**src/sv/cbra_pkg.sv**
```systemverilog
// ----------------------------------------------------------------------------
// cbra_pkg
// Shared types and constants for the cyclic band rotate addresser.
// ----------------------------------------------------------------------------
package cbra_pkg;

    localparam int SIZE_W   = 9;    // size and shift registers
    localparam int MAPS_W   = 7;    // map count register
    localparam int IDX_W    = 30;   // element index width
    localparam int ADDR_W   = 5;    // apb byte address
    localparam int DATA_W   = 32;   // apb data
    localparam int S_DATA_W = 8;    // input stream data
    localparam int M_DATA_W = 64;   // output stream data
    localparam int XY_W     = 2 * SIZE_W;
    localparam int XYZ_W    = 3 * SIZE_W;

    // register index, taken from paddr[4:2]
    localparam logic [2:0] REG_SIZE_X    = 3'd0;
    localparam logic [2:0] REG_SIZE_Y    = 3'd1;
    localparam logic [2:0] REG_SIZE_Z    = 3'd2;
    localparam logic [2:0] REG_SHIFT_X   = 3'd3;
    localparam logic [2:0] REG_SHIFT_Y   = 3'd4;
    localparam logic [2:0] REG_SHIFT_Z   = 3'd5;
    localparam logic [2:0] REG_MAP_COUNT = 3'd6;

    typedef enum logic [2:0] {
        ST_RUN,
        ST_LOAD,
        ST_DIV,
        ST_MUL1,
        ST_MUL2,
        ST_MUL3
    } cbra_state_t;

endpackage

```
**src/sv/cyclic_band_rotate_addresser.sv**
```systemverilog
// ----------------------------------------------------------------------------
// cyclic_band_rotate_addresser
// Source and destination element addresses for a cyclic 3-D rotation.
// ----------------------------------------------------------------------------
// accepted requests go to a two-entry output skid stage, the skid entry only on a stall
// throughput: one request per cycle while no recompute runs and the skid entry is empty
// every register write blocks requests while the rotated position is reduced
// one quotient bit a cycle and the offsets are multiplied
// reset is asynchronous: registers return to size 1, shift 0, one map,
// position and counters to zero, and the block is ready at once
module cyclic_band_rotate_addresser
    import cbra_pkg::*;
#(
    parameter int NUM_DIMS     = 3,
    parameter int MAX_DIM_SIZE = 256,
    parameter int MAX_MAPS     = 64
)
(
    input  logic                clk,
    input  logic                rst_n,
    // apb configuration
    input  logic                psel,
    input  logic                penable,
    input  logic                pwrite,
    input  logic [ADDR_W-1:0]   paddr,
    input  logic [DATA_W-1:0]   pwdata,
    output logic [DATA_W-1:0]   prdata,
    output logic                pready,
    // request stream
    input  logic                s_axis_tvalid,
    output logic                s_axis_tready,
    input  logic [S_DATA_W-1:0] s_axis_tdata,   // [0] restart, [7:1] zero
    // address stream
    output logic                m_axis_tvalid,
    input  logic                m_axis_tready,
    output logic [M_DATA_W-1:0] m_axis_tdata,   // [29:0] source_index, [59:30] dest_index
    output logic                m_axis_tlast    // last_of_sample
);

    localparam int PW    = $clog2(MAX_DIM_SIZE);   // position within a dimension
    localparam int QW    = PW + 1;                 // position plus shift
    localparam int MW    = $clog2(MAX_MAPS + 1);
    localparam int KW    = $clog2(PW + 1);
    localparam int DW    = SIZE_W + PW;
    localparam int PAD_W = M_DATA_W - 2 * IDX_W;

    function automatic logic [SIZE_W-1:0] eff_size(input logic [SIZE_W-1:0] raw,
                                                   input int dim);
        logic [SIZE_W-1:0] res;
        res = raw;
        if (dim >= NUM_DIMS || raw == '0)
            res = SIZE_W'(1);
        else if (int'(raw) > MAX_DIM_SIZE)
            res = SIZE_W'(MAX_DIM_SIZE);
        return res;
    endfunction

    // clamp to +/-(size-1), then bring a negative shift into range
    function automatic logic [SIZE_W-1:0] eff_shift(input logic [SIZE_W-1:0] raw,
                                                    input logic [SIZE_W-1:0] size);
        logic signed [SIZE_W+1:0] s;
        logic signed [SIZE_W+1:0] lim;
        s   = $signed({{2{raw[SIZE_W-1]}}, raw});
        lim = $signed({2'b00, size}) - (SIZE_W+2)'(1);
        if (s > lim)
            s = lim;
        if (s < -lim)
            s = -lim;
        if (s < 0)
            s = s + $signed({2'b00, size});
        return s[SIZE_W-1:0];
    endfunction

    // configuration registers
    logic [SIZE_W-1:0] size_x_reg, size_y_reg, size_z_reg;
    logic [SIZE_W-1:0] shift_x_reg, shift_y_reg, shift_z_reg;
    logic [MAPS_W-1:0] map_count_reg;

    cbra_state_t state_reg, state_next;

    // destination position and counters
    logic [PW-1:0]    dst_x_reg, dst_x_next, dst_y_reg, dst_y_next, dst_z_reg, dst_z_next;
    logic [MW-1:0]    map_reg, map_next;
    logic [IDX_W-1:0] dest_reg, dest_next;

    // rotated position and partial source offsets
    logic [QW-1:0]    px_reg, px_next, py_reg, py_next, pz_reg, pz_next;
    logic [XY_W-1:0]  row_reg, row_next, row0_reg, row0_next;
    logic [IDX_W-1:0] plane_reg, plane_next, plane0_reg, plane0_next;
    logic [IDX_W-1:0] base_reg, base_next;
    logic [XY_W-1:0]  xy_reg, xy_next;
    logic [XYZ_W-1:0] xyz_reg, xyz_next;
    logic [KW-1:0]    k_reg, k_next;

    // output register and skid stage
    logic             out_valid_reg, out_valid_next, out_last_reg, out_last_next;
    logic [IDX_W-1:0] out_src_reg, out_src_next, out_dst_reg, out_dst_next;
    logic             skid_valid_reg, skid_valid_next, skid_last_reg, skid_last_next;
    logic [IDX_W-1:0] skid_src_reg, skid_src_next, skid_dst_reg, skid_dst_next;

    logic              cfg_wr;
    logic [2:0]        cfg_idx;
    logic [SIZE_W-1:0] ex, ey, ez, sx, sy, sz;
    logic [MAPS_W-1:0] em;
    logic              accept, pop;

    // current item after an optional restart
    logic [PW-1:0]     dx_c, dy_c, dz_c;
    logic [MW-1:0]     mc_c;
    logic [IDX_W-1:0]  dc_c, plane_c, base_c, src_c;
    logic [QW-1:0]     px_c, py_c, pz_c;
    logic [XY_W-1:0]   row_c;
    logic              cx, cy, cz, cm, last_c;

    assign pready  = 1'b1;
    assign cfg_wr  = psel && penable && pwrite && pready;
    assign cfg_idx = paddr[4:2];

    always_ff @(posedge clk or negedge rst_n)
    begin
        if (!rst_n)
        begin
            size_x_reg    <= SIZE_W'(1);
            size_y_reg    <= SIZE_W'(1);
            size_z_reg    <= SIZE_W'(1);
            shift_x_reg   <= '0;
            shift_y_reg   <= '0;
            shift_z_reg   <= '0;
            map_count_reg <= MAPS_W'(1);
        end
        else if (cfg_wr)
        begin
            case (cfg_idx)
                REG_SIZE_X:    size_x_reg    <= pwdata[SIZE_W-1:0];
                REG_SIZE_Y:    size_y_reg    <= pwdata[SIZE_W-1:0];
                REG_SIZE_Z:    size_z_reg    <= pwdata[SIZE_W-1:0];
                REG_SHIFT_X:   shift_x_reg   <= pwdata[SIZE_W-1:0];
                REG_SHIFT_Y:   shift_y_reg   <= pwdata[SIZE_W-1:0];
                REG_SHIFT_Z:   shift_z_reg   <= pwdata[SIZE_W-1:0];
                REG_MAP_COUNT: map_count_reg <= pwdata[MAPS_W-1:0];
                default:       ;
            endcase
        end
    end

    always_comb
    begin
        case (cfg_idx)
            REG_SIZE_X:    prdata = DATA_W'(size_x_reg);
            REG_SIZE_Y:    prdata = DATA_W'(size_y_reg);
            REG_SIZE_Z:    prdata = DATA_W'(size_z_reg);
            REG_SHIFT_X:   prdata = DATA_W'(shift_x_reg);
            REG_SHIFT_Y:   prdata = DATA_W'(shift_y_reg);
            REG_SHIFT_Z:   prdata = DATA_W'(shift_z_reg);
            REG_MAP_COUNT: prdata = DATA_W'(map_count_reg);
            default:       prdata = '0;
        endcase
    end

    // effective extents and shifts
    always_comb
    begin
        ex = eff_size(size_x_reg, 0);
        ey = eff_size(size_y_reg, 1);
        ez = eff_size(size_z_reg, 2);
        sx = eff_shift(shift_x_reg, ex);
        sy = eff_shift(shift_y_reg, ey);
        sz = eff_shift(shift_z_reg, ez);
        if (map_count_reg == '0)
            em = MAPS_W'(1);
        else if (int'(map_count_reg) > MAX_MAPS)
            em = MAPS_W'(MAX_MAPS);
        else
            em = map_count_reg;
    end

    assign s_axis_tready = (state_reg == ST_RUN) && !skid_valid_reg;
    assign accept        = s_axis_tvalid && s_axis_tready;
    assign pop           = out_valid_reg && m_axis_tready;

    // item datapath
    always_comb
    begin
        if (s_axis_tdata[0])
        begin
            dx_c    = '0;
            dy_c    = '0;
            dz_c    = '0;
            mc_c    = '0;
            dc_c    = '0;
            px_c    = QW'(sx);
            py_c    = QW'(sy);
            pz_c    = QW'(sz);
            row_c   = row0_reg;
            plane_c = plane0_reg;
            base_c  = '0;
        end
        else
        begin
            dx_c    = dst_x_reg;
            dy_c    = dst_y_reg;
            dz_c    = dst_z_reg;
            mc_c    = map_reg;
            dc_c    = dest_reg;
            px_c    = px_reg;
            py_c    = py_reg;
            pz_c    = pz_reg;
            row_c   = row_reg;
            plane_c = plane_reg;
            base_c  = base_reg;
        end
        src_c  = base_c + IDX_W'(px_c) + IDX_W'(row_c) + plane_c;
        cx     = 32'(dx_c) + 32'd1 >= 32'(ex);
        cy     = 32'(dy_c) + 32'd1 >= 32'(ey);
        cz     = 32'(dz_c) + 32'd1 >= 32'(ez);
        cm     = 32'(mc_c) + 32'd1 >= 32'(em);
        last_c = cx && cy && cz && cm;
    end

    // position update, recompute sequence after a register write
    always_comb
    begin
        state_next  = state_reg;
        dst_x_next  = dst_x_reg;
        dst_y_next  = dst_y_reg;
        dst_z_next  = dst_z_reg;
        map_next    = map_reg;
        dest_next   = dest_reg;
        px_next     = px_reg;
        py_next     = py_reg;
        pz_next     = pz_reg;
        row_next    = row_reg;
        row0_next   = row0_reg;
        plane_next  = plane_reg;
        plane0_next = plane0_reg;
        base_next   = base_reg;
        xy_next     = xy_reg;
        xyz_next    = xyz_reg;
        k_next      = k_reg;

        case (state_reg)
            ST_RUN:
            begin
                if (accept)
                begin
                    dst_x_next = dx_c;
                    dst_y_next = dy_c;
                    dst_z_next = dz_c;
                    map_next   = mc_c;
                    px_next    = px_c;
                    py_next    = py_c;
                    pz_next    = pz_c;
                    row_next   = row_c;
                    plane_next = plane_c;
                    base_next  = base_c;
                    if (last_c)
                    begin
                        dst_x_next = '0;
                        dst_y_next = '0;
                        dst_z_next = '0;
                        map_next   = '0;
                        dest_next  = '0;
                        px_next    = QW'(sx);
                        py_next    = QW'(sy);
                        pz_next    = QW'(sz);
                        row_next   = row0_reg;
                        plane_next = plane0_reg;
                        base_next  = '0;
                    end
                    else
                    begin
                        dest_next = dc_c + IDX_W'(1);
                        if (!cx)
                        begin
                            dst_x_next = dx_c + PW'(1);
                            px_next    = (32'(px_c) + 32'd1 == 32'(ex)) ? '0 : px_c + QW'(1);
                        end
                        else
                        begin
                            dst_x_next = '0;
                            px_next    = QW'(sx);
                            if (!cy)
                            begin
                                dst_y_next = dy_c + PW'(1);
                                if (32'(py_c) + 32'd1 == 32'(ey))
                                begin
                                    py_next  = '0;
                                    row_next = '0;
                                end
                                else
                                begin
                                    py_next  = py_c + QW'(1);
                                    row_next = row_c + XY_W'(ex);
                                end
                            end
                            else
                            begin
                                dst_y_next = '0;
                                py_next    = QW'(sy);
                                row_next   = row0_reg;
                                if (!cz)
                                begin
                                    dst_z_next = dz_c + PW'(1);
                                    if (32'(pz_c) + 32'd1 == 32'(ez))
                                    begin
                                        pz_next    = '0;
                                        plane_next = '0;
                                    end
                                    else
                                    begin
                                        pz_next    = pz_c + QW'(1);
                                        plane_next = plane_c + IDX_W'(xy_reg);
                                    end
                                end
                                else
                                begin
                                    dst_z_next = '0;
                                    pz_next    = QW'(sz);
                                    plane_next = plane0_reg;
                                    map_next   = mc_c + MW'(1);
                                    base_next  = base_c + IDX_W'(xyz_reg);
                                end
                            end
                        end
                    end
                end
            end
            ST_LOAD:
            begin
                px_next    = QW'(dst_x_reg) + QW'(sx);
                py_next    = QW'(dst_y_reg) + QW'(sy);
                pz_next    = QW'(dst_z_reg) + QW'(sz);
                k_next     = KW'(PW);
                state_next = ST_DIV;
            end
            ST_DIV:
            begin
                // one restoring step per cycle, quotient discarded
                if (DW'(px_reg) >= (DW'(ex) << k_reg))
                    px_next = px_reg - QW'(DW'(ex) << k_reg);
                if (DW'(py_reg) >= (DW'(ey) << k_reg))
                    py_next = py_reg - QW'(DW'(ey) << k_reg);
                if (DW'(pz_reg) >= (DW'(ez) << k_reg))
                    pz_next = pz_reg - QW'(DW'(ez) << k_reg);
                k_next = k_reg - KW'(1);
                if (k_reg == '0)
                    state_next = ST_MUL1;
            end
            ST_MUL1:
            begin
                xy_next    = XY_W'(ex) * XY_W'(ey);
                row_next   = XY_W'(ex) * XY_W'(py_reg);
                row0_next  = XY_W'(ex) * XY_W'(sy);
                state_next = ST_MUL2;
            end
            ST_MUL2:
            begin
                xyz_next    = XYZ_W'(xy_reg) * XYZ_W'(ez);
                plane_next  = IDX_W'(xy_reg) * IDX_W'(pz_reg);
                plane0_next = IDX_W'(xy_reg) * IDX_W'(sz);
                state_next  = ST_MUL3;
            end
            ST_MUL3:
            begin
                base_next  = IDX_W'(map_reg) * IDX_W'(xyz_reg);
                state_next = ST_RUN;
            end
            default:
            begin
                state_next = ST_RUN;
            end
        endcase

        if (cfg_wr)
            state_next = ST_LOAD;
    end

    // output register with skid stage
    always_comb
    begin
        out_valid_next  = out_valid_reg;
        out_src_next    = out_src_reg;
        out_dst_next    = out_dst_reg;
        out_last_next   = out_last_reg;
        skid_valid_next = skid_valid_reg;
        skid_src_next   = skid_src_reg;
        skid_dst_next   = skid_dst_reg;
        skid_last_next  = skid_last_reg;
        if (pop && skid_valid_reg)
        begin
            out_src_next    = skid_src_reg;
            out_dst_next    = skid_dst_reg;
            out_last_next   = skid_last_reg;
            skid_valid_next = 1'b0;
        end
        else if (accept)
        begin
            if (out_valid_reg && !pop)
            begin
                skid_valid_next = 1'b1;
                skid_src_next   = src_c;
                skid_dst_next   = dc_c;
                skid_last_next  = last_c;
            end
            else
            begin
                out_valid_next = 1'b1;
                out_src_next   = src_c;
                out_dst_next   = dc_c;
                out_last_next  = last_c;
            end
        end
        else if (pop)
        begin
            out_valid_next = 1'b0;
        end
    end

    always_ff @(posedge clk or negedge rst_n)
    begin
        if (!rst_n)
        begin
            state_reg      <= ST_RUN;
            dst_x_reg      <= '0;
            dst_y_reg      <= '0;
            dst_z_reg      <= '0;
            map_reg        <= '0;
            dest_reg       <= '0;
            px_reg         <= '0;
            py_reg         <= '0;
            pz_reg         <= '0;
            row_reg        <= '0;
            row0_reg       <= '0;
            plane_reg      <= '0;
            plane0_reg     <= '0;
            base_reg       <= '0;
            xy_reg         <= XY_W'(1);
            xyz_reg        <= XYZ_W'(1);
            k_reg          <= '0;
            out_valid_reg  <= 1'b0;
            skid_valid_reg <= 1'b0;
        end
        else
        begin
            state_reg      <= state_next;
            dst_x_reg      <= dst_x_next;
            dst_y_reg      <= dst_y_next;
            dst_z_reg      <= dst_z_next;
            map_reg        <= map_next;
            dest_reg       <= dest_next;
            px_reg         <= px_next;
            py_reg         <= py_next;
            pz_reg         <= pz_next;
            row_reg        <= row_next;
            row0_reg       <= row0_next;
            plane_reg      <= plane_next;
            plane0_reg     <= plane0_next;
            base_reg       <= base_next;
            xy_reg         <= xy_next;
            xyz_reg        <= xyz_next;
            k_reg          <= k_next;
            out_valid_reg  <= out_valid_next;
            skid_valid_reg <= skid_valid_next;
        end
    end

    always_ff @(posedge clk)
    begin
        out_src_reg   <= out_src_next;
        out_dst_reg   <= out_dst_next;
        out_last_reg  <= out_last_next;
        skid_src_reg  <= skid_src_next;
        skid_dst_reg  <= skid_dst_next;
        skid_last_reg <= skid_last_next;
    end

    assign m_axis_tvalid = out_valid_reg;
    assign m_axis_tdata  = {{PAD_W{1'b0}}, out_dst_reg, out_src_reg};
    assign m_axis_tlast  = out_last_reg;

endmodule

```
**config.mk**
```make
export PLATFORM = sky130hd
export DESIGN_NAME = cyclic_band_rotate_addresser
export DESIGN_NICKNAME = d
export VERILOG_FILES = /design/src/sv/cbra_pkg.sv /design/src/sv/cyclic_band_rotate_addresser.sv
export SDC_FILE = /design/constraint.sdc
export NUM_CORES = 2
export LEC_CHECK = 0
export BUFFER_PORTS_ARGS = -buffer_cell sky130_fd_sc_hd__buf_2
export CAP_MARGIN = 10
export CORE_MARGIN = 1.5
export CORE_UTILIZATION = 54
export DETAILED_ROUTE_END_ITERATION = 8
export PLACE_DENSITY_LB_ADDON = 0.25
export SYNTH_ARGS = -nofsm -noshare
export SYNTH_HDL_FRONTEND = slang
export SYNTH_SLANG_ARGS = --single-unit
export TNS_END_PERCENT = 50
```
**constraint.sdc**
```tcl
create_clock -name clk -period 16.6 [get_ports clk]
set_clock_uncertainty 0.05 [all_clocks]
set_input_delay 4.98 -clock clk [delete_from_list [all_inputs] [get_ports clk]]
set_output_delay 4.98 -clock clk [all_outputs]
set_load 0.05 [all_outputs]
```
==> impl_results.md <==
* Most frequent cell after synthesis: nand2_1
* Post-synth top area cell: fa_1
* Post-CTS setup buffers at 0
* Post-Synthesis Cell Area at approximately 0.064 mm2
* H-Tree Depth at 2
* Row count at approximately 130
* Drt drc at 0
* ANT nets after route at 0
* Ratio of cells with drive above 1 in the final layout at approximately 6.9%
* Top cell type's share of synthesized area at approximately 20%
* Clock transition at path regs at about 0.060 ns
* Fin nets at roughly 9000
* Number of global-route vias before repair at ~55000
* WL/cell at 21.1 um
* Total track usage at a little under a third
* Synth Instances at 7643
* Top-Level Pins at 152
* Synth cell count leaders: nand2_1, inv_1, fa_1, ha_1, o21ai_0
* Peak supply drop at about 0.00013 V
* RSZ-0062 raised after global routing: no
* Core area at approximately 0.12 mm2
* RD Place Congestion at approximately 0.95
* Hold Startpoint: dest_reg[22]$_DFFE_PN0P_
* Final TNS setup at 0 ns
* CTS Sinks at about 450
* WL final at roughly 190000 um
* Worst slew pin tran at 1.21 ns
* WS Path Type: reg -> reg
* Synthesized area per cell at 8.35 um2
* Via density at ~6
* Sequential area share after synthesis at between 10% and 20%
* Root Buffer: clkbuf_16
* Area delta synth->final at 5.87%
* Setup crit start: size_z_reg[4]$_DFFE_PN0P_
* Pwr dens at 211 mW/mm2
* Most used cell along the critical path: o21ai_0
* Initial antenna violation count at 5
* Crit start category: flop
* Reg2reg start: size_z_reg[4]$_DFFE_PN0P_
* Synthesized flop and latch total at 448
* Yosys Warn Count at 0
* DR iter-0 viols at between 4000 and 5000
* Post-route clock period utilization at between 90 and 100%
* Post-synthesis cell type count at approximately 100
* Final setup viols at 0
* TritonRoute pass-1 iters at 8
* First-pass GRT wire length at 304000 um
* Initial core utilization at 54.7%
* Max clock buf depth at 3
* Post_cts resized at 0
* Global route overflow at 0
* FFs w/ async S/R, synth at between 70 and 80%
* Total of max-cap violations at 0
* Status: finished clean
* Main flop type after synthesis: dfrtp_1
* Post-DP HPWL at ~140000 um
* Post-synth EDFFs at between 100 and 150
* Pleak at 0.0331 uW
* # port buffers at 91
* Post-route minimum period at about 15 ns
* CP max-delay cell: dfrtp_1
* Ranking of synthesized cells by area: fa_1, dfrtp_1, ha_1, nand2_1, edfxtp_1
* Die W at 347 um
* Crit path largest cell delay at between 0.5 and 0.6 ns
* Cts hold-fix bufs at 0
* Worst-path maximum fanout at 23
* F_max at 0.0646 GHz
* Hold Crit Class: reg -> reg
* CTS tree: yes
* CTS Buf Count at between 50 and 60
* Pin count of the biggest net entering global routing at 123
* Max-slew violations at 0
* Die Ht at 347 um
* Hold Fails Final Rpt at 0
* WP data required at 17.07 ns
* Die footprint at approximately 0.12 mm2
* Total power draw at 14200 uW
* Critical path arrival at between 15 and 20 ns
* Vias at around 55000
* Relative slew slack at about a fifth
* Clock Latency Late Sink at 0.69 ns
* Critical Path Sink Type: flop
[worst max-delay path: cells and delay by family, from the launching register on]
family                   cells  cell delay, ns
AO/OA/AOI/OAI               28            6.73
XOR/XNOR                     2            0.28
adder cells (fa/ha/maj)      9            3.48
buffers and inverters        9            1.55
flip-flops                   1            0.59
multiplexers                 2            0.28
AND/OR/NAND/NOR             10            2.36
[placed cells by master (no fill, tap or decap), types with 122 or more instances in the layout]
| master | n |
|---|---|
| a21oi_1 | 404 |
| and2_1 | 237 |
| dfrtp_1 | 320 |
| edfxtp_1 | 122 |
| fa_1 | 647 |
| ha_1 | 595 |
| inv_1 | 964 |
| nand2_1 | 1231 |
| nor2_1 | 409 |
| nor2b_1 | 142 |
| o21ai_0 | 422 |
| xnor2_1 | 247 |
[cell families (layout without fill, tap and decap cells)]
family	count (synthesis)	in the layout	share of synthesized area, %
and+or+nand+nor	2489	2489	17.7
AOI/OAI and AO/OA	1509	1509	15.0
buffers and inverters	1415	1297	8.52
adders and majority gates	1243	1243	32.0
DFF	448	448	18.5
xor gates and xnor gates	331	331	4.61
muxes	206	206	3.65
other	2	29	0.0118
[power by group]
group | total [uW] | switching [uW] | leakage, uW | internal [uW]
registers | 2030 | 456 | 0.00531 | 1580
logic | 10800 | 6780 | 0.0269 | 4070
clock network | 1340 | 567 | 0.000947 | 775
total | 14200 | 7800 | 0.0331 | 6420
[final cells by class]
type                    count  area, um2
fillers                 10477      49100
clock inverters            41        543
well taps                1524       1910
repair buffers            216       1440
multi-input cells        5806      46800
inverters                 980       3680
diodes                      1       2.50
clock buffers              60       1400
flip-flops and latches    448      11800
[stage by stage]
stage                     hold WS (ns)  utilization, %  area (um2)  std cells  worst slack [ns]
final                            0.424            57.9       67600       9076              1.12
after global routing             0.453            57.9       67600       9075            0.0180
after global placement           0.404            56.2       65600       8971              1.38
after floorplan                  0.387               -       63900       7669              2.11
after detailed placement         0.412            56.2       65600       8972              1.04
after CTS                        0.429            57.9       67500       9073             0.950
[layer usage]
metal,GRT usage (%),vias up,wire length [um]
met5,0,-,27
met3,5.74,424,17200
li1,-,24955,-
met4,12.1,4,7830
met2,50.5,2424,85500
met1,43.3,26700,80800
[final timing paths]
kind                       cells past startpoint                         end  slack, ns
hold / removal                                 1    dest_reg[22]$_DFFE_PN0P_       0.42
min in group asynchronous                      1    base_reg[28]$_DFFE_PN0P_       4.24
setup / recovery                              60  plane0_reg[26]$_DFFE_PN0P_       1.12
setup reg to reg                              60  plane0_reg[26]$_DFFE_PN0P_       1.12
max in group asynchronous                      2  shift_y_reg[3]$_DFFE_PN0P_      10.79
hold reg to reg                                1    dest_reg[22]$_DFFE_PN0P_       0.42
(Power assumes the default switching activity.)
